## config.mk

```make
export PLATFORM = sky130hd
export DESIGN_NAME = bank_context_allocator_top_flat
export DESIGN_NICKNAME = d
export VERILOG_FILES = /design/src/hdl/bca_pkg.sv /design/src/hdl/bca_if.sv /design/src/hdl/bca_free_list.sv /design/src/hdl/bca_bank_map.sv /design/src/hdl/bank_context_allocator_top.sv /design/src/flat_wrapper.sv
export SDC_FILE = /design/constraint.sdc
export NUM_CORES = 1
export LEC_CHECK = 0
export BUFFER_PORTS_ARGS = -buffer_cell sky130_fd_sc_hd__buf_2
export CORE_MARGIN = 3
export CORE_UTILIZATION = 60
export CTS_CLUSTER_DIAMETER = 200
export DETAILED_ROUTE_END_ITERATION = 10
export GPL_ROUTABILITY_DRIVEN = 0
export GPL_TIMING_DRIVEN = 0
export PLACE_DENSITY = 0.77
export SLEW_MARGIN = 10
export SYNTH_ARGS = -nofsm -noshare
export SYNTH_HDL_FRONTEND = slang
export SYNTH_SLANG_ARGS = --single-unit
```

## constraint.sdc

```tcl
create_clock -name clk -period 8.4 [get_ports clk]
set_input_delay 1.68 -clock clk [delete_from_list [all_inputs] [get_ports clk]]
set_output_delay 1.68 -clock clk [all_outputs]
set_load 0.01 [all_outputs]
```

## src/hdl/bca_pkg.sv

```systemverilog
// Package of the bank context allocator: transaction payload types, request codes
// and the control bundles passed between the allocator's submodules.
// No dependencies; every other file of the block imports it.
package bca_pkg;

    // Request codes carried in req_type.
    localparam logic [1:0] REQ_ALLOC   = 2'd0;
    localparam logic [1:0] REQ_RELEASE = 2'd1;
    localparam logic [1:0] REQ_LOOKUP  = 2'd2;

    // Widest context and bank indices that the parameter ranges allow.
    localparam int SLICE_MAX_W = 5;
    localparam int BANK_MAX_W  = 8;

    typedef struct packed {
        logic [1:0]  req_type;
        logic        rd_waiting;
        logic        wr_waiting;
        logic [5:0]  rd_bank;
        logic [5:0]  wr_bank;
        logic        rd_overdue;
        logic        wr_overdue;
        logic        write_critical;
        logic        low_read_critical;
        logic        high_read_critical;
        logic [15:0] idle_mask;
        logic [5:0]  lookup_bank;
    } bca_req_t;

    typedef struct packed {
        logic       op_done;
        logic [3:0] slice;
        logic [5:0] bank;
        logic       is_read;
        logic [4:0] free_count;
    } bca_rsp_t;

    // Free list control: pop the head or push a released context.
    typedef struct packed {
        logic                   pop;
        logic                   push;
        logic [SLICE_MAX_W-1:0] push_idx;
    } fl_ctrl_t;

    // Bank map control: one registered read and one write per cycle.
    typedef struct packed {
        logic                   rd_en;
        logic [BANK_MAX_W-1:0]  rd_addr;
        logic                   wr_en;
        logic                   wr_set;
        logic [BANK_MAX_W-1:0]  wr_addr;
        logic [SLICE_MAX_W-1:0] wr_slice;
    } map_ctrl_t;

endpackage

```

## src/hdl/bca_if.sv

```systemverilog
// Handshake interfaces of the bank context allocator: request and response channels.
// Each carries valid, ready and a payload struct; depends on bca_pkg.
interface bca_req_if import bca_pkg::*; ();
    logic     valid;
    logic     ready;
    bca_req_t data;

    modport source (output valid, output data, input ready);
    modport sink (input valid, input data, output ready);
endinterface

interface bca_rsp_if import bca_pkg::*; ();
    logic     valid;
    logic     ready;
    bca_rsp_t data;

    modport source (output valid, output data, input ready);
    modport sink (input valid, input data, output ready);
endinterface

```

## src/hdl/bca_free_list.sv

```systemverilog
// Free list of context indices: a circular FIFO held in a synchronous memory.
// Depends on bca_pkg for the control bundle.
module bca_free_list import bca_pkg::*; #(
    parameter int SLICES = 16,
    localparam int SW = $clog2(SLICES)
) (
    input  logic          clk,
    input  logic          rst_n,
    input  fl_ctrl_t      ctrl,
    output logic [SW-1:0] head_idx,
    output logic [SW:0]   level
);

    logic [SW-1:0] mem [SLICES];
    logic [SW-1:0] head_reg, head_next;
    logic [SW-1:0] tail_reg, tail_next;
    logic [SW:0]   level_reg, level_next;
    logic [SW:0]   fill_reg, fill_next;
    logic [SW-1:0] rd_data_reg;
    logic [SW-1:0] rd_addr_reg;
    logic          rd_fresh_reg;

    function automatic logic [SW-1:0] wrap_inc(input logic [SW-1:0] p);
        logic [SW-1:0] r;
        r = (p == SW'(SLICES - 1)) ? '0 : p + 1'b1;
        return r;
    endfunction

    // The first SLICES pushes land on entries 0, 1, 2 ... in order, so an entry
    // at or above the fill count has never been written, and the read returns its
    // own index in place of the memory contents.
    always_ff @(posedge clk)
    begin
        if (ctrl.push)
        begin
            mem[tail_reg] <= ctrl.push_idx[SW-1:0];
        end
        rd_data_reg  <= mem[head_reg];
        rd_addr_reg  <= head_reg;
        rd_fresh_reg <= ({1'b0, head_reg} >= fill_reg);
    end

    assign head_idx = rd_fresh_reg ? rd_addr_reg : rd_data_reg;
    assign level    = level_reg;

    always_comb
    begin
        head_next  = head_reg;
        tail_next  = tail_reg;
        level_next = level_reg;
        fill_next  = fill_reg;
        if (ctrl.pop)
        begin
            head_next  = wrap_inc(head_reg);
            level_next = level_reg - 1'b1;
        end
        else if (ctrl.push)
        begin
            tail_next  = wrap_inc(tail_reg);
            level_next = level_reg + 1'b1;
            if (fill_reg != (SW+1)'(SLICES))
            begin
                fill_next = fill_reg + 1'b1;
            end
        end
    end

    always_ff @(posedge clk or negedge rst_n)
    begin
        if (!rst_n)
        begin
            head_reg  <= '0;
            tail_reg  <= '0;
            level_reg <= (SW+1)'(SLICES);
            fill_reg  <= '0;
        end
        else
        begin
            head_reg  <= head_next;
            tail_reg  <= tail_next;
            level_reg <= level_next;
            fill_reg  <= fill_next;
        end
    end

endmodule

```

## src/hdl/bca_bank_map.sv

```systemverilog
// Bank-to-context map: a synchronous memory of context indices with a valid bit
// per bank in flip-flops. Depends on bca_pkg for the control bundle.
module bca_bank_map import bca_pkg::*; #(
    parameter int BANKS = 64,
    parameter int SLICES = 16,
    localparam int BW = $clog2(BANKS),
    localparam int SW = $clog2(SLICES)
) (
    input  logic          clk,
    input  logic          rst_n,
    input  map_ctrl_t     ctrl,
    output logic          rd_hit,
    output logic [SW-1:0] rd_slice
);

    logic [SW-1:0]    mem [BANKS];
    logic [BANKS-1:0] valid_reg;
    logic             rd_hit_reg;
    logic [SW-1:0]    rd_slice_reg;

    always_ff @(posedge clk)
    begin
        if (ctrl.wr_en && ctrl.wr_set)
        begin
            mem[ctrl.wr_addr[BW-1:0]] <= ctrl.wr_slice[SW-1:0];
        end
        if (ctrl.rd_en)
        begin
            rd_slice_reg <= mem[ctrl.rd_addr[BW-1:0]];
            rd_hit_reg   <= valid_reg[ctrl.rd_addr[BW-1:0]];
        end
    end

    always_ff @(posedge clk or negedge rst_n)
    begin
        if (!rst_n)
        begin
            valid_reg <= '0;
        end
        else if (ctrl.wr_en)
        begin
            valid_reg[ctrl.wr_addr[BW-1:0]] <= ctrl.wr_set;
        end
    end

    assign rd_hit   = rd_hit_reg;
    assign rd_slice = rd_slice_reg;

endmodule

```

## src/hdl/bank_context_allocator_top.sv

```systemverilog
// Bank context allocator top level: request decode, direction choice, release
// picker, context-to-bank memory and the result register.
// Depends on bca_pkg, bca_if, bca_free_list and bca_bank_map.
// An accepted request is registered; the result register is loaded when the execute
// state fires, which waits while an earlier result is unaccepted. Requests are taken
// only in the idle state; the memories are read at accept and written back at the fire.
// Reset clears the pointers, the allocated set and the bank map valid bits; the free
// list reads as indices 0 upward through a fill count, so no clearing pass is needed.
module bank_context_allocator_top import bca_pkg::*; #(
    parameter int SLICES = 16,
    parameter int BANKS = 64
) (
    input logic      clk,
    input logic      rst_n,
    bca_req_if.sink  req,
    bca_rsp_if.source rsp
);

    localparam int SW = $clog2(SLICES);

    typedef enum logic [1:0] {
        S_IDLE = 2'b01,
        S_EXEC = 2'b10
    } state_t;

    typedef struct packed {
        logic [1:0]    req_type;
        logic          take_rd;
        logic          any_wait;
        logic [5:0]    bank;
        logic          bank_ok;
        logic [5:0]    lookup_bank;
        logic          lookup_ok;
        logic          cand_any;
        logic [SW-1:0] pick;
    } item_t;

    state_t        state_reg, state_next;
    item_t         item_reg, item_next;
    logic [SLICES-1:0] alloc_reg, alloc_next;
    logic [SW-1:0] last_reg, last_next;
    logic          out_valid_reg, out_valid_next;
    bca_rsp_t      out_data_reg, out_data_next;

    logic [5:0]    sb_mem [SLICES];
    logic [5:0]    sb_rd_reg;

    fl_ctrl_t      fl_ctrl;
    map_ctrl_t     map_ctrl;
    logic [SW-1:0] head_idx;
    logic [SW:0]   level;
    logic          map_hit;
    logic [SW-1:0] map_slice;

    logic          accept;
    logic          fire;
    logic [SLICES-1:0] cand;
    logic [SLICES-1:0] ge_mask;
    logic          alloc_ok;
    logic          rel_ok;
    logic          rel_bank_ok;
    logic          lk_hit;
    logic [SW:0]   level_after;
    logic [SW-1:0] res_slice;
    logic [31:0]   slice_wide;
    logic [31:0]   level_wide;

    function automatic logic [SW-1:0] lowest_set(input logic [SLICES-1:0] v);
        logic [SW-1:0] idx;
        idx = '0;
        for (int i = SLICES - 1; i >= 0; i--)
        begin
            if (v[i])
            begin
                idx = SW'(i);
            end
        end
        return idx;
    endfunction

    bca_free_list #(.SLICES(SLICES)) u_free_list (
        .clk      (clk),
        .rst_n    (rst_n),
        .ctrl     (fl_ctrl),
        .head_idx (head_idx),
        .level    (level)
    );

    bca_bank_map #(.BANKS(BANKS), .SLICES(SLICES)) u_bank_map (
        .clk      (clk),
        .rst_n    (rst_n),
        .ctrl     (map_ctrl),
        .rd_hit   (map_hit),
        .rd_slice (map_slice)
    );

    assign req.ready = (state_reg == S_IDLE);
    assign accept    = req.valid && req.ready;
    assign fire      = (state_reg == S_EXEC) && (!out_valid_reg || rsp.ready);

    // Decode of the incoming transaction: direction choice and release pick.
    always_comb
    begin
        cand = SLICES'(req.data.idle_mask) & alloc_reg;
        for (int i = 0; i < SLICES; i++)
        begin
            ge_mask[i] = (SW'(i) >= last_reg);
        end

        item_next.req_type = req.data.req_type;
        item_next.any_wait = req.data.rd_waiting || req.data.wr_waiting;
        if (!req.data.wr_waiting)
        begin
            item_next.take_rd = 1'b1;
        end
        else if (!req.data.rd_waiting)
        begin
            item_next.take_rd = 1'b0;
        end
        else if (req.data.rd_overdue)
        begin
            item_next.take_rd = 1'b1;
        end
        else if (req.data.wr_overdue)
        begin
            item_next.take_rd = 1'b0;
        end
        else
        begin
            item_next.take_rd = !req.data.write_critical || req.data.low_read_critical ||
                                req.data.high_read_critical;
        end
        item_next.bank        = item_next.take_rd ? req.data.rd_bank : req.data.wr_bank;
        item_next.bank_ok     = (32'(item_next.bank) < BANKS);
        item_next.lookup_bank = req.data.lookup_bank;
        item_next.lookup_ok   = (32'(req.data.lookup_bank) < BANKS);
        item_next.cand_any    = (cand != '0);
        item_next.pick        = ((cand & ge_mask) != '0) ? lowest_set(cand & ge_mask)
                                                         : lowest_set(cand);
    end

    // Execute: results of the memory reads issued at accept decide the outcome.
    always_comb
    begin
        alloc_ok    = (item_reg.req_type == REQ_ALLOC) && item_reg.any_wait &&
                      (level != '0) && item_reg.bank_ok && !map_hit;
        rel_ok      = (item_reg.req_type == REQ_RELEASE) && item_reg.cand_any;
        rel_bank_ok = (32'(sb_rd_reg) < BANKS);
        lk_hit      = item_reg.lookup_ok && map_hit;

        level_after = level;
        if (alloc_ok)
        begin
            level_after = level - 1'b1;
        end
        else if (rel_ok)
        begin
            level_after = level + 1'b1;
        end

        out_data_next = '0;
        res_slice     = '0;
        case (item_reg.req_type)
            REQ_ALLOC:
            begin
                if (alloc_ok)
                begin
                    out_data_next.op_done = 1'b1;
                    out_data_next.bank    = item_reg.bank;
                    out_data_next.is_read = item_reg.take_rd;
                    res_slice             = head_idx;
                end
            end
            REQ_RELEASE:
            begin
                if (rel_ok)
                begin
                    out_data_next.op_done = 1'b1;
                    out_data_next.bank    = sb_rd_reg;
                    res_slice             = item_reg.pick;
                end
            end
            REQ_LOOKUP:
            begin
                out_data_next.op_done = lk_hit;
                out_data_next.bank    = item_reg.lookup_bank;
                if (lk_hit)
                begin
                    res_slice = map_slice;
                end
            end
            default:
            begin
                out_data_next.op_done = 1'b0;
            end
        endcase
        slice_wide               = 32'(res_slice);
        level_wide               = 32'(level_after);
        out_data_next.slice      = slice_wide[3:0];
        out_data_next.free_count = level_wide[4:0];
    end

    always_comb
    begin
        fl_ctrl.pop      = fire && alloc_ok;
        fl_ctrl.push     = fire && rel_ok;
        fl_ctrl.push_idx = SLICE_MAX_W'(item_reg.pick);

        map_ctrl.rd_en    = accept;
        map_ctrl.rd_addr  = (req.data.req_type == REQ_LOOKUP) ?
                            BANK_MAX_W'(req.data.lookup_bank) : BANK_MAX_W'(item_next.bank);
        map_ctrl.wr_en    = fire && (alloc_ok || (rel_ok && rel_bank_ok));
        map_ctrl.wr_set   = alloc_ok;
        map_ctrl.wr_addr  = alloc_ok ? BANK_MAX_W'(item_reg.bank) : BANK_MAX_W'(sb_rd_reg);
        map_ctrl.wr_slice = SLICE_MAX_W'(head_idx);
    end

    // Accesses never overlap on one entry: reads happen at accept, writes at the
    // execute cycle, and the next transaction is only accepted after the write.
    always_ff @(posedge clk)
    begin
        if (fire && alloc_ok)
        begin
            sb_mem[head_idx] <= item_reg.bank;
        end
        if (accept)
        begin
            sb_rd_reg <= sb_mem[item_next.pick];
            item_reg  <= item_next;
        end
        if (fire)
        begin
            out_data_reg <= out_data_next;
        end
    end

    always_comb
    begin
        state_next     = state_reg;
        alloc_next     = alloc_reg;
        last_next      = last_reg;
        out_valid_next = out_valid_reg;
        if (rsp.ready)
        begin
            out_valid_next = 1'b0;
        end
        case (state_reg)
            S_IDLE:
            begin
                if (accept)
                begin
                    state_next = S_EXEC;
                end
            end
            S_EXEC:
            begin
                if (fire)
                begin
                    state_next     = S_IDLE;
                    out_valid_next = 1'b1;
                    if (alloc_ok)
                    begin
                        alloc_next[head_idx] = 1'b1;
                    end
                    else if (rel_ok)
                    begin
                        alloc_next[item_reg.pick] = 1'b0;
                        last_next                 = item_reg.pick;
                    end
                end
            end
            default:
            begin
                state_next = S_IDLE;
            end
        endcase
    end

    always_ff @(posedge clk or negedge rst_n)
    begin
        if (!rst_n)
        begin
            state_reg     <= S_IDLE;
            alloc_reg     <= '0;
            last_reg      <= '0;
            out_valid_reg <= 1'b0;
        end
        else
        begin
            state_reg     <= state_next;
            alloc_reg     <= alloc_next;
            last_reg      <= last_next;
            out_valid_reg <= out_valid_next;
        end
    end

    assign rsp.valid = out_valid_reg;
    assign rsp.data  = out_data_reg;

    // Every context is either on the free list or in the allocated set.
    a_pool_balance: assert property (@(posedge clk) disable iff (!rst_n)
        ($countones(alloc_reg) + int'(level)) == SLICES)
        else $error("free level and allocated set disagree");

    a_alloc_fresh: assert property (@(posedge clk) disable iff (!rst_n)
        (fire && alloc_ok) |-> !alloc_reg[head_idx])
        else $error("free list handed out an allocated context");

    a_release_alloc: assert property (@(posedge clk) disable iff (!rst_n)
        (fire && rel_ok) |-> alloc_reg[item_reg.pick])
        else $error("release picked a context that is not allocated");

    a_result_follows: assert property (@(posedge clk) disable iff (!rst_n)
        fire |=> out_valid_reg)
        else $error("executed transaction produced no result");

endmodule

```

## src/flat_wrapper.sv

```systemverilog
// flat-port wrapper written by rule: the top's interface ports become plain ports
module bank_context_allocator_top_flat import bca_pkg::*;
#(
    parameter int SLICES = 16,
    parameter int BANKS = 64
)
  (clk, rst_n, req_valid, req_data, req_ready, rsp_valid, rsp_data, rsp_ready);
  bca_req_if req_i ();
  bca_rsp_if rsp_i ();
  input logic clk;
  input logic rst_n;
  input wire logic [$bits(req_i.valid)-1:0] req_valid;
  input wire logic [$bits(req_i.data)-1:0] req_data;
  output wire logic [$bits(req_i.ready)-1:0] req_ready;
  output wire logic [$bits(rsp_i.valid)-1:0] rsp_valid;
  output wire logic [$bits(rsp_i.data)-1:0] rsp_data;
  input wire logic [$bits(rsp_i.ready)-1:0] rsp_ready;
  assign req_i.valid = req_valid;
  assign req_i.data = req_data;
  assign req_ready = req_i.ready;
  assign rsp_valid = rsp_i.valid;
  assign rsp_data = rsp_i.data;
  assign rsp_i.ready = rsp_ready;
  bank_context_allocator_top #(.SLICES(SLICES), .BANKS(BANKS)) u_core (.clk(clk), .rst_n(rst_n), .req(req_i), .rsp(rsp_i));
endmodule
```

## Word-level counts from Yosys, hierarchy flattened

Memories as Yosys holds them, arrays and structs flattened. A register that Yosys moved wholly into a read port is not among the register bits.
Index checks and enable logic that the tools add are counted.

| word-level totals | value |
|---|---|
| bits in registers | 149 |
| latch bits | 0 |
| RAM bits | 416 |
| memory bits (read-only) | 0 |
| memories | 3 |

| operators by class | value |
|---|---|
| add/sub/neg operators | 5 |
| multipliers | 0 |
| div/mod/pow operators | 0 |
| order comparisons | 24 |
| equality and inequality tests | 10 |
| shift-type cells | 0 |
| muxes and demuxes | 80 |
| bitwise gates (word level) | 7 |
| reduce and logical (&&, ||, !) cells | 33 |

Memories:

| name | depth | bits a word | rd ports | clocked after Yosys merged registers in | write ports | line | RTL |
|---|---|---|---|---|---|---|---|
| u_core.u_bank_map.mem | 64 | 4 | 1 | 1 | 1 | bca_bank_map.sv:16 | `logic [SW-1:0] mem [BANKS];` |
| u_core.sb_mem | 16 | 6 | 1 | 1 | 1 | bank_context_allocator_top.sv:45 | `logic [5:0] sb_mem [SLICES];` |
| u_core.u_free_list.mem | 16 | 4 | 1 | 1 | 1 | bca_free_list.sv:14 | `logic [SW-1:0] mem [SLICES];` |

Operators by type and width:

| operator | count |
|---|---|
| $mux 4 | 39 |
| $bwmux 64 | 1 |
| $and 16x16->16 | 3 |
| $ge 4x4->1 const A | 8 |
| $mux 16 | 2 |
| $reduce_bool 16->1 | 2 |
| $mux 6 | 4 |
| $mux 5 | 4 |
| $mux 1 | 19 |
| $pmux 6 s3 | 1 |
| $ge 3x4->1 const A | 4 |
| $not 16->16 | 1 |
| $or 16x16->16 | 1 |
| $lt 6x7->1 const B | 2 |
| $logic_and 1x1->1 | 13 |
| $pmux 4 s3 | 1 |
| $add 5x1->5 const B | 2 |
| $lt 4x5->1 const B | 2 |
| $add 4x1->4 const B | 2 |
| $demux 1 s4 | 2 |
| $eq 4x4->1 const B | 2 |
| $ge 1x4->1 const A | 2 |
| $ge 2x4->1 const A | 2 |
| $ge 4x1->1 const B | 2 |
| other kinds (23) | 38 |

## Logic depth before layout (Yosys ltp)

Gate-level depths: netlist of run 1.

| depth | value |
|---|---|
| depth in word-level cells | 19 |
| depth in mapped cells | 13 |
| mapped depth without buffers | 9 |

## Cells and area by module

Synthesis of run 1 repeated with hierarchy kept, for this count alone.

| second synthesis, totals | value |
|---|---|
| cell total of the unflattened synthesis | 1666 |
| area, all modules | 24733.7 sq um |

Modules (own cells, without submodules):

| module | instances | cells each | area each (sq um) | sequential area each (sq um) |
|---|---|---|---|---|
| bca_bank_map | 1 | 783 | 13329.0 | 9439.1 |
| bank_context_allocator_top | 1 | 645 | 7562.3 | 4780.8 |
| bca_free_list | 1 | 238 | 3842.4 | 2553.7 |

## Least setup slack after synthesis of run 1

No wires, ideal clock.

| timing path | value |
|---|---|
| path type | input-to-reg |
| start | in req_data[23] |
| end | reg u_core.u_bank_map.rd_slice_reg[2], in the netlist u_core.u_bank_map.rd_slice[2] (read register of u_core.u_bank_map.mem), data pin |
| library setup time | 259 ps |
| data arrival time | 4106 ps |
| data required time | 8141 ps |
| slack | 4036 ps |
| stages on the path | 9 |
| path buffers | 1 |
| path through | or4b_4 > a31oi_2 > mux2_2 > mux2i_1 > clkbuf_1 > a311oi_1 > a221oi_2 > nand3_1 > a211o_1 |

RTL lines:

| element | line | RTL |
|---|---|---|
| start: declaration | flat_wrapper.sv:13 | `input wire logic [$bits(req_i.data)-1:0] req_data;` |
| end: declaration | bca_bank_map.sv:19 | `logic [SW-1:0] rd_slice_reg;` |

## Worst setup path in the final report of run 1

| timing path | value |
|---|---|
| start | in req_data[23] |
| end | reg u_core.u_bank_map.rd_slice_reg[2], in the netlist u_core.u_bank_map.rd_slice[2] (read register of u_core.u_bank_map.mem), data pin |

| on the way | value |
|---|---|
| cells in the longest elaborated chain, start to end | 8 |

Ends and longest elaborated chain:

| element | line | RTL |
|---|---|---|
| $logic_or 1x1->1 (2 in series) | bank_context_allocator_top.sv:130 | `item_next.take_rd = !req.data.write_critical \|\| req.data.low_read_critical \|\|` |
| $mux 1 | bank_context_allocator_top.sv:124 | `else if (req.data.wr_overdue)` |
| $mux 1 | bank_context_allocator_top.sv:120 | `else if (req.data.rd_overdue)` |
| $mux 1 | bank_context_allocator_top.sv:116 | `else if (!req.data.rd_waiting)` |
| $mux 1 | bank_context_allocator_top.sv:112 | `if (!req.data.wr_waiting)` |
| $mux 6 | bank_context_allocator_top.sv:133 | `item_next.bank = item_next.take_rd ? req.data.rd_bank : req.data.wr_bank;` |
| $mux 6 | bank_context_allocator_top.sv:210 | `map_ctrl.rd_addr = (req.data.req_type == REQ_LOOKUP) ?` |

No other way between the ends.
A chain may end at the register's enable or synchronous reset.

==> impl_metrics.csv, run 1 <==
group,metric,value,unit
clocking,root_buffer,"clkbuf_16",
sta,setup_tns,0,ps
die,die_area,45790,um^2
clocking,tritoncts,"built",
placement,hpwlAfterDp,50340,um
yosys,netlist_top_cells_count,"465 x edfxtp_1, 265 x nand2_1, 160 x o21ai_0",
setup_path,crit_required,8740,ps
yosys,synthArstFlopShare,0.1813,
sta,fin_crit,5372,ps
sta,worst_slew_pin_slew,1350,ps
setup_path,critical_path_class,"input pin to flop",
sta,worst_slack,3028,ps
yosys,seq_area_frac_synth,0.6463,
final_layout,fin_cells,2825,
routing,detail_route.iter0.violations,3332,
routing,via_count,19416,
clocking,cts_hold_buf,0,
pwr,ir_worst_vdd,191.4,uV
yosys,ys_ff_latch,579,
setup_path,cp_slowest_cell,"clkbuf_1",
run,cap_violations,0,
die,die_width,214.0,um
clocking,clock-sinks,579,
grt,antenna_found_initial,0,
yosys,yosysTopAreaCell,"edfxtp_1",
final_layout,diodes,0,
routing,drt-vias-per-instance,6.873,
grt,first_global_vias,18614,
die,row_count,75,
grt,grt_pass1_wl,111200,um
placement,place_inst,2720,
sta,finalCritPeriodShare,0.6395,
final_layout,postLayoutCellArea,29030,um^2
routing,ant_nets,0,
grt,track_usage,0.3162,
setup_path,end_kind,"flop",
final_layout,largest_register_ffs,256,
setup_path,crit_chain,"buf_2 -> nor4b_1 -> o311ai_0 -> o211a_1 -> nor2_1 -> clkbuf_1 -> mux4_2 -> a22oi_1 -> a21boi_0 -> a211o_1",
grt,overflow,0,
placement,place_area,27140,um^2
yosys,netlist_area,25950,um^2
clocking,clkLatencyLatePin,630,ps
grt,grt_max_degree,85,
pwr,p_per_area,252.1,nW/um^2
setup_path,cp_max_fo,10,
clocking,cts_resized,0,
final_layout,nets,2261,
setup_path,cp.arrival,5710,ps
sta,slew_viol_final,0,
final_layout,regMostFlops,"u_core.u_bank_map.mem",
sta,finalHoldViolations,0,
yosys,yosysTopAreaCellShare,0.5380,
yosys,syn_area_per_cell,12.53,um^2
yosys,synth_most_common_cell,"edfxtp_1",
sta,clock_skew,23.68,ps
final_layout,drive_above_1_share,0.1090,
routing,post-route-drc-count,0,
status,status,"completed",
routing,routed_wl,73720,um
die,num_io_pins,66,
yosys,synth_cell_types,75,
die,initial_utilization,0.6133,
clocking,cts_setup_buffers,0,
sta,setup_violations,0,
final_layout,syn_to_final_growth,11.83,%
sta,slew_headroom,0.09017,
sta,rsz0062_at_grt,"false",
clocking,numCtsBuffers,56,
yosys,ys.warnings.count,0,
yosys,synth_nets,2132,
yosys,synth_flop_cell,"edfxtp_1",
yosys,synth_edf_count,465,
die,coreArea,42320,um^2
setup_path,start_kind,"input pin",
clocking,cts_buffer_depth,3,
pwr,power.leakage,9.935,nW
clocking,cts_max_level,2,
routing,avgRoutedWirePerCell,26.10,um
yosys,synth_cells,2072,
min_path,hp-class,"flop to flop",
placement,numPortBuffers,65,
routing,firstDrtPassIters,9,
placement,place_ws,2535,ps
clocking,path_clk_slew,60,ps
yosys,synth_area_leaders,"edfxtp_1 54%, dfrtp_1 9.9%, nand2_1 3.8%",
final_layout,reg_top3,"u_core.u_bank_map.mem: 256 flops, u_core.sb_mem: 96 flops",
sta,fmax,0.1862,GHz
setup_path,crit_path_max_incr_delay,850,ps
die,die_h,214.0,um
[path summary, 6_finish.rpt]
| path | from | endpoint | cells past startpoint | slack, ps |
|---|---|---|---|---|
| min in group asynchronous | rst_n | u_core.last_reg[0]$_DFFE_PN0P_ | 1 | 920 |
| min | u_core.u_free_list.head_reg[0]$_DFFE_PN0P_ | u_core.u_free_list.rd_addr_reg[0]$_DFF_P_ | 0 | 390 |
| max | req_data[23] | u_core.u_bank_map.rd_slice[2]$_DFFE_PP_ | 10 | 3030 |
| min reg2reg | u_core.u_free_list.head_reg[0]$_DFFE_PN0P_ | u_core.u_free_list.rd_addr_reg[0]$_DFF_P_ | 0 | 390 |
| max in group asynchronous | rst_n | u_core.u_bank_map.valid_reg[63]$_DFFE_PN0P_ | 2 | 6790 |
| max reg2reg | u_core.item_reg[21]$_DFFE_PP_ | u_core.u_bank_map.mem[22][3]$_DFFE_PP_ | 7 | 3670 |
[routing by layer]
| metal | global-route usage | vias up | wire length (um) |
|---|---|---|---|
| li1 | - | 8311 | - |
| met1 | 0.4159 | 9318 | 26270 |
| met2 | 0.4963 | 1473 | 33970 |
| met3 | 0.06695 | 314 | 8701 |
| met4 | 0.1775 | 0 | 4778 |
| met5 | 0 | - | 0 |
[cells in the final DEF (no fill, tap or decap), types with 16 or more instances in the layout]
cell type	netlist	final
o31ai_1	53	53
clkbuf_1	113	125
clkbuf_16	0	58
o21ai_0	160	160
mux2i_1	54	54
mux4_2	34	34
nand4_1	70	70
nor2_1	121	120
a21oi_1	35	35
o211ai_1	104	104
nand3_1	92	92
and2_1	17	17
dfrtp_1	103	103
edfxtp_1	465	465
nand2_1	265	265
o2111ai_1	22	22
nand2b_1	16	16
a32oi_1	17	17
a22oi_1	41	41
buf_2	18	82
inv_1	31	27
o22a_1	16	16
[power by group]
| group | internal, W | switching, W | total [W] |
|---|---|---|---|
| Sequential | 0.00332 | 0.000101 | 0.00342 |
| Clock | 0.00149 | 0.00107 | 0.00257 |
| Combinational | 0.000393 | 0.000939 | 0.00133 |
[kinds of logic (layout without fill, tap and decap cells)]
kind of cell	Yosys count	in the layout	share of synthesized area
buf+inv	178	354	0.02791
compound gates	545	545	0.1458
simple gates	651	651	0.1168
xor+xnor	12	12	0.004049
mux	94	94	0.05293
flops	579	579	0.6463
fa+ha+maj	13	13	0.006267
[cell type report]
class                           instances  area, um^2
Buffer                                147       608.1
Clock buffer                           75        1565
Clock inverter                         30       317.8
Fill cell                            2949       13300
Inverter                               31       116.4
Multi-Input combinational cell       1315        8464
Sequential cell                       579       16770
Tap cell                              577       721.9
Timing Repair Buffer                   71       459.2
[worst max-delay path: cells and delay by family]
kind            cells  cell delay [ps]
compound gates      5             1340
buf+inv             2              960
mux                 1              420
simple gates        2             1310
[stage by stage]
stage	hold slack (ps)	total power (W)	utilization
after floorplan	371.6	0.004241	-
after global placement	386.5	0.004686	0.6380
after detailed placement	382.6	0.004751	0.6414
after CTS	396.1	0.007285	0.6859
after global routing	407.7	0.007544	0.6859
final	393.2	0.007318	0.6859
No activity file was read; power rests on OpenSTA's default activity.
==> inputs of run 2 (changes only) <==
- CORE_UTILIZATION: 60 -> 57
- clock period: 8.4 -> 4.9 ns (I/O delays scaled with it)
==> run 2 against run 1 <==
  * Wire length shrank 1.7%
  * Flip-flop and latch count stayed put
  * Power up 69%
  * Critical path type unchanged
  * Largest cell class unchanged
==> impl_metrics.csv, run 2 (same netlist as run 1, synthesis figures left out) <==
group,metric,value,unit
status,status,"completed",
die,coreArea,44610,um^2
sta,holdWs,220.6,ps
routing,ant_nets,0,
grt,track_usage,0.2994,
final_layout,postLayoutCellArea,28990,um^2
routing,drt-vias-per-instance,6.825,
die,num_io_pins,66,
pwr,p_clk_frac,0.345,
routing,firstDrtPassIters,8,
die,die_area,48130,um^2
placement,place_area,27160,um^2
setup_path,start_kind,"input pin",
placement,place_inst,2735,
die,row_count,77,
pwr,seqPwrFrac,0.473,
sta,slew_viol_final,0,
sta,fin_crit,4712,ps
pwr,p_total,0.01240,W
clocking,cts_hold_buf,0,
setup_path,end_kind,"flop",
clocking,tritoncts,"built",
clocking,cts_setup_buffers,0,
routing,avgRoutedWirePerCell,25.51,um
sta,clock_skew,31.07,ps
run,cap_violations,0,
grt,grt_pass1_wl,108900,um
grt,overflow,0,
pwr,power.leakage,9.908,nW
final_layout,reg_top3,"u_core.u_bank_map.mem: 256 flops, u_core.sb_mem: 96 flops",
grt,antenna_found_initial,0,
clocking,clock-sinks,579,
die,initial_utilization,0.5819,
pwr,p_comb_frac,0.182,
setup_path,cp_max_fo,10,
die,die_h,219.4,um
grt,grt_max_degree,86,
placement,numPortBuffers,65,
sta,slew_headroom,0.1738,
clocking,path_clk_slew,60,ps
setup_path,critical_path_class,"input pin to flop",
sta,setup_violations,0,
clocking,cts_max_level,2,
setup_path,crit_required,5230,ps
pwr,p_switching,0.003556,W
final_layout,nets,2262,
sta,finalHoldViolations,0,
pwr,p_per_area,427.6,nW/um^2
routing,detail_route.iter0.violations,3138,
pwr,switching_share,0.2869,
sta,worst_slack,187.8,ps
placement,place_ws,-253.1,ps
pwr,ir_worst_vdd,347.0,uV
grt,first_global_vias,18468,
sta,fmax,0.2122,GHz
final_layout,diodes,0,
clocking,clkLatencyLatePin,620,ps
final_layout,regMostFlops,"u_core.u_bank_map.mem",
routing,via_count,19384,
clocking,numCtsBuffers,57,
clocking,cts_resized,0,
final_layout,layout_commonest_cell,"edfxtp_1",
clocking,root_buffer,"clkbuf_16",
min_path,hp-class,"input pin to asynchronous set/reset pin",
pwr,internal_power,0.008839,W
sta,finalCritPeriodShare,0.9617,
final_layout,fillers,3221,
routing,routed_wl,72460,um
final_layout,largest_register_ffs,256,
placement,hpwlAfterDp,48960,um
setup_path,cp.arrival,5050,ps
clocking,cts_buffer_depth,3,
sta,worst_slew_pin_slew,1226,ps
sta,rsz0062_at_grt,"false",
die,die_width,219.4,um
final_layout,drive_above_1_share,0.1045,
final_layout,fin_cells,2840,
final_layout,syn_to_final_growth,11.69,%
final_layout,layout_common_cells,"465 x edfxtp_1, 265 x nand2_1, 160 x o21ai_0",
routing,post-route-drc-count,0,
-- run 2: changes by cell type in the layout (fill, tap and decap cells not counted) --
cell / previous run / this run
clkbuf_1: 125 / 132
clkinv_2: 10 / 6
bufinv_16: 6 / 3
clkinv_1: 6 / 9
clkinvlp_4: 4 / 1
clkbuf_16: 58 / 60
clkinv_4: 2 / 0
clkbuf_8: 5 / 6
inv_6: 2 / 1
-- run 2: cell type report --
type	count	area, um^2	area share
clock buffer	85	1655	0.05710
tap	592	740.7	0.02555
clock inverter	20	170.2	0.005870
timing repair buffer	71	459.2	0.01584
inverter	31	116.4	0.004014
buffer	147	608.1	0.02098
multi-input combinational	1315	8464	0.2920
sequential	579	16770	0.5786
-- run 2: worst paths after layout --
| check | from | to | cells past startpoint | slack, ps |
|---|---|---|---|---|
| worst max-delay path | req_data[23] | u_core.u_bank_map.rd_slice[3]$_DFFE_PP_ | 10 | 190 |
| worst min-delay path | rst_n | u_core.alloc_reg[5]$_DFFE_PN0P_ | 1 | 220 |
| worst max register to register | u_core.item_reg[22]$_DFFE_PP_ | u_core.u_bank_map.mem[6][1]$_DFFE_PP_ | 7 | 340 |
| worst min register to register | u_core.u_free_list.head_reg[0]$_DFFE_PN0P_ | u_core.u_free_list.rd_addr_reg[0]$_DFF_P_ | 0 | 440 |
| max in group asynchronous | rst_n | u_core.u_free_list.level[4]$_DFFE_PN1P_ | 2 | 3980 |
| min in group clk | u_core.u_free_list.head_reg[0]$_DFFE_PN0P_ | u_core.u_free_list.rd_addr_reg[0]$_DFF_P_ | 0 | 440 |
-- run 2: layer usage --
metal	vias to the layer above	global-route usage	part of all wire
met4	0	0.1568	0.057
met1	9352	0.3964	0.36
met5	-	0	0
met3	307	0.05968	0.11
met2	1417	0.4727	0.46
li1	8308	-	-
-- run 2: power groups by stage --
stage | clock network (W) | logic [W] | registers, W
finish | 0.00427 | 0.00226 | 0.00586
global route | 0.00451 | 0.00241 | 0.00588
CTS | 0.00430 | 0.00218 | 0.00586
detailed placement | 0 | 0.00216 | 0.00596
global placement | 0 | 0.00204 | 0.00597
floorplan | 0 | 0.00137 | 0.00589
-- run 2: worst max-delay path, stage by stage --
cell,delay [ps]
buf_2,110
nor4b_1,490
o311ai_0,330
o211a_1,270
nor2_1,840
clkbuf_1,840
mux4_2,440
o2111ai_1,260
nand3_1,210
and3_1,270
-- run 2: metrics by stage --
stage,TNS [ps],util
CTS,0,0.6499
finish,0,0.6499
floorplan,0,-
global placement,-767.4,0.6058
global route,0,0.6499
detailed placement,-913.5,0.6089
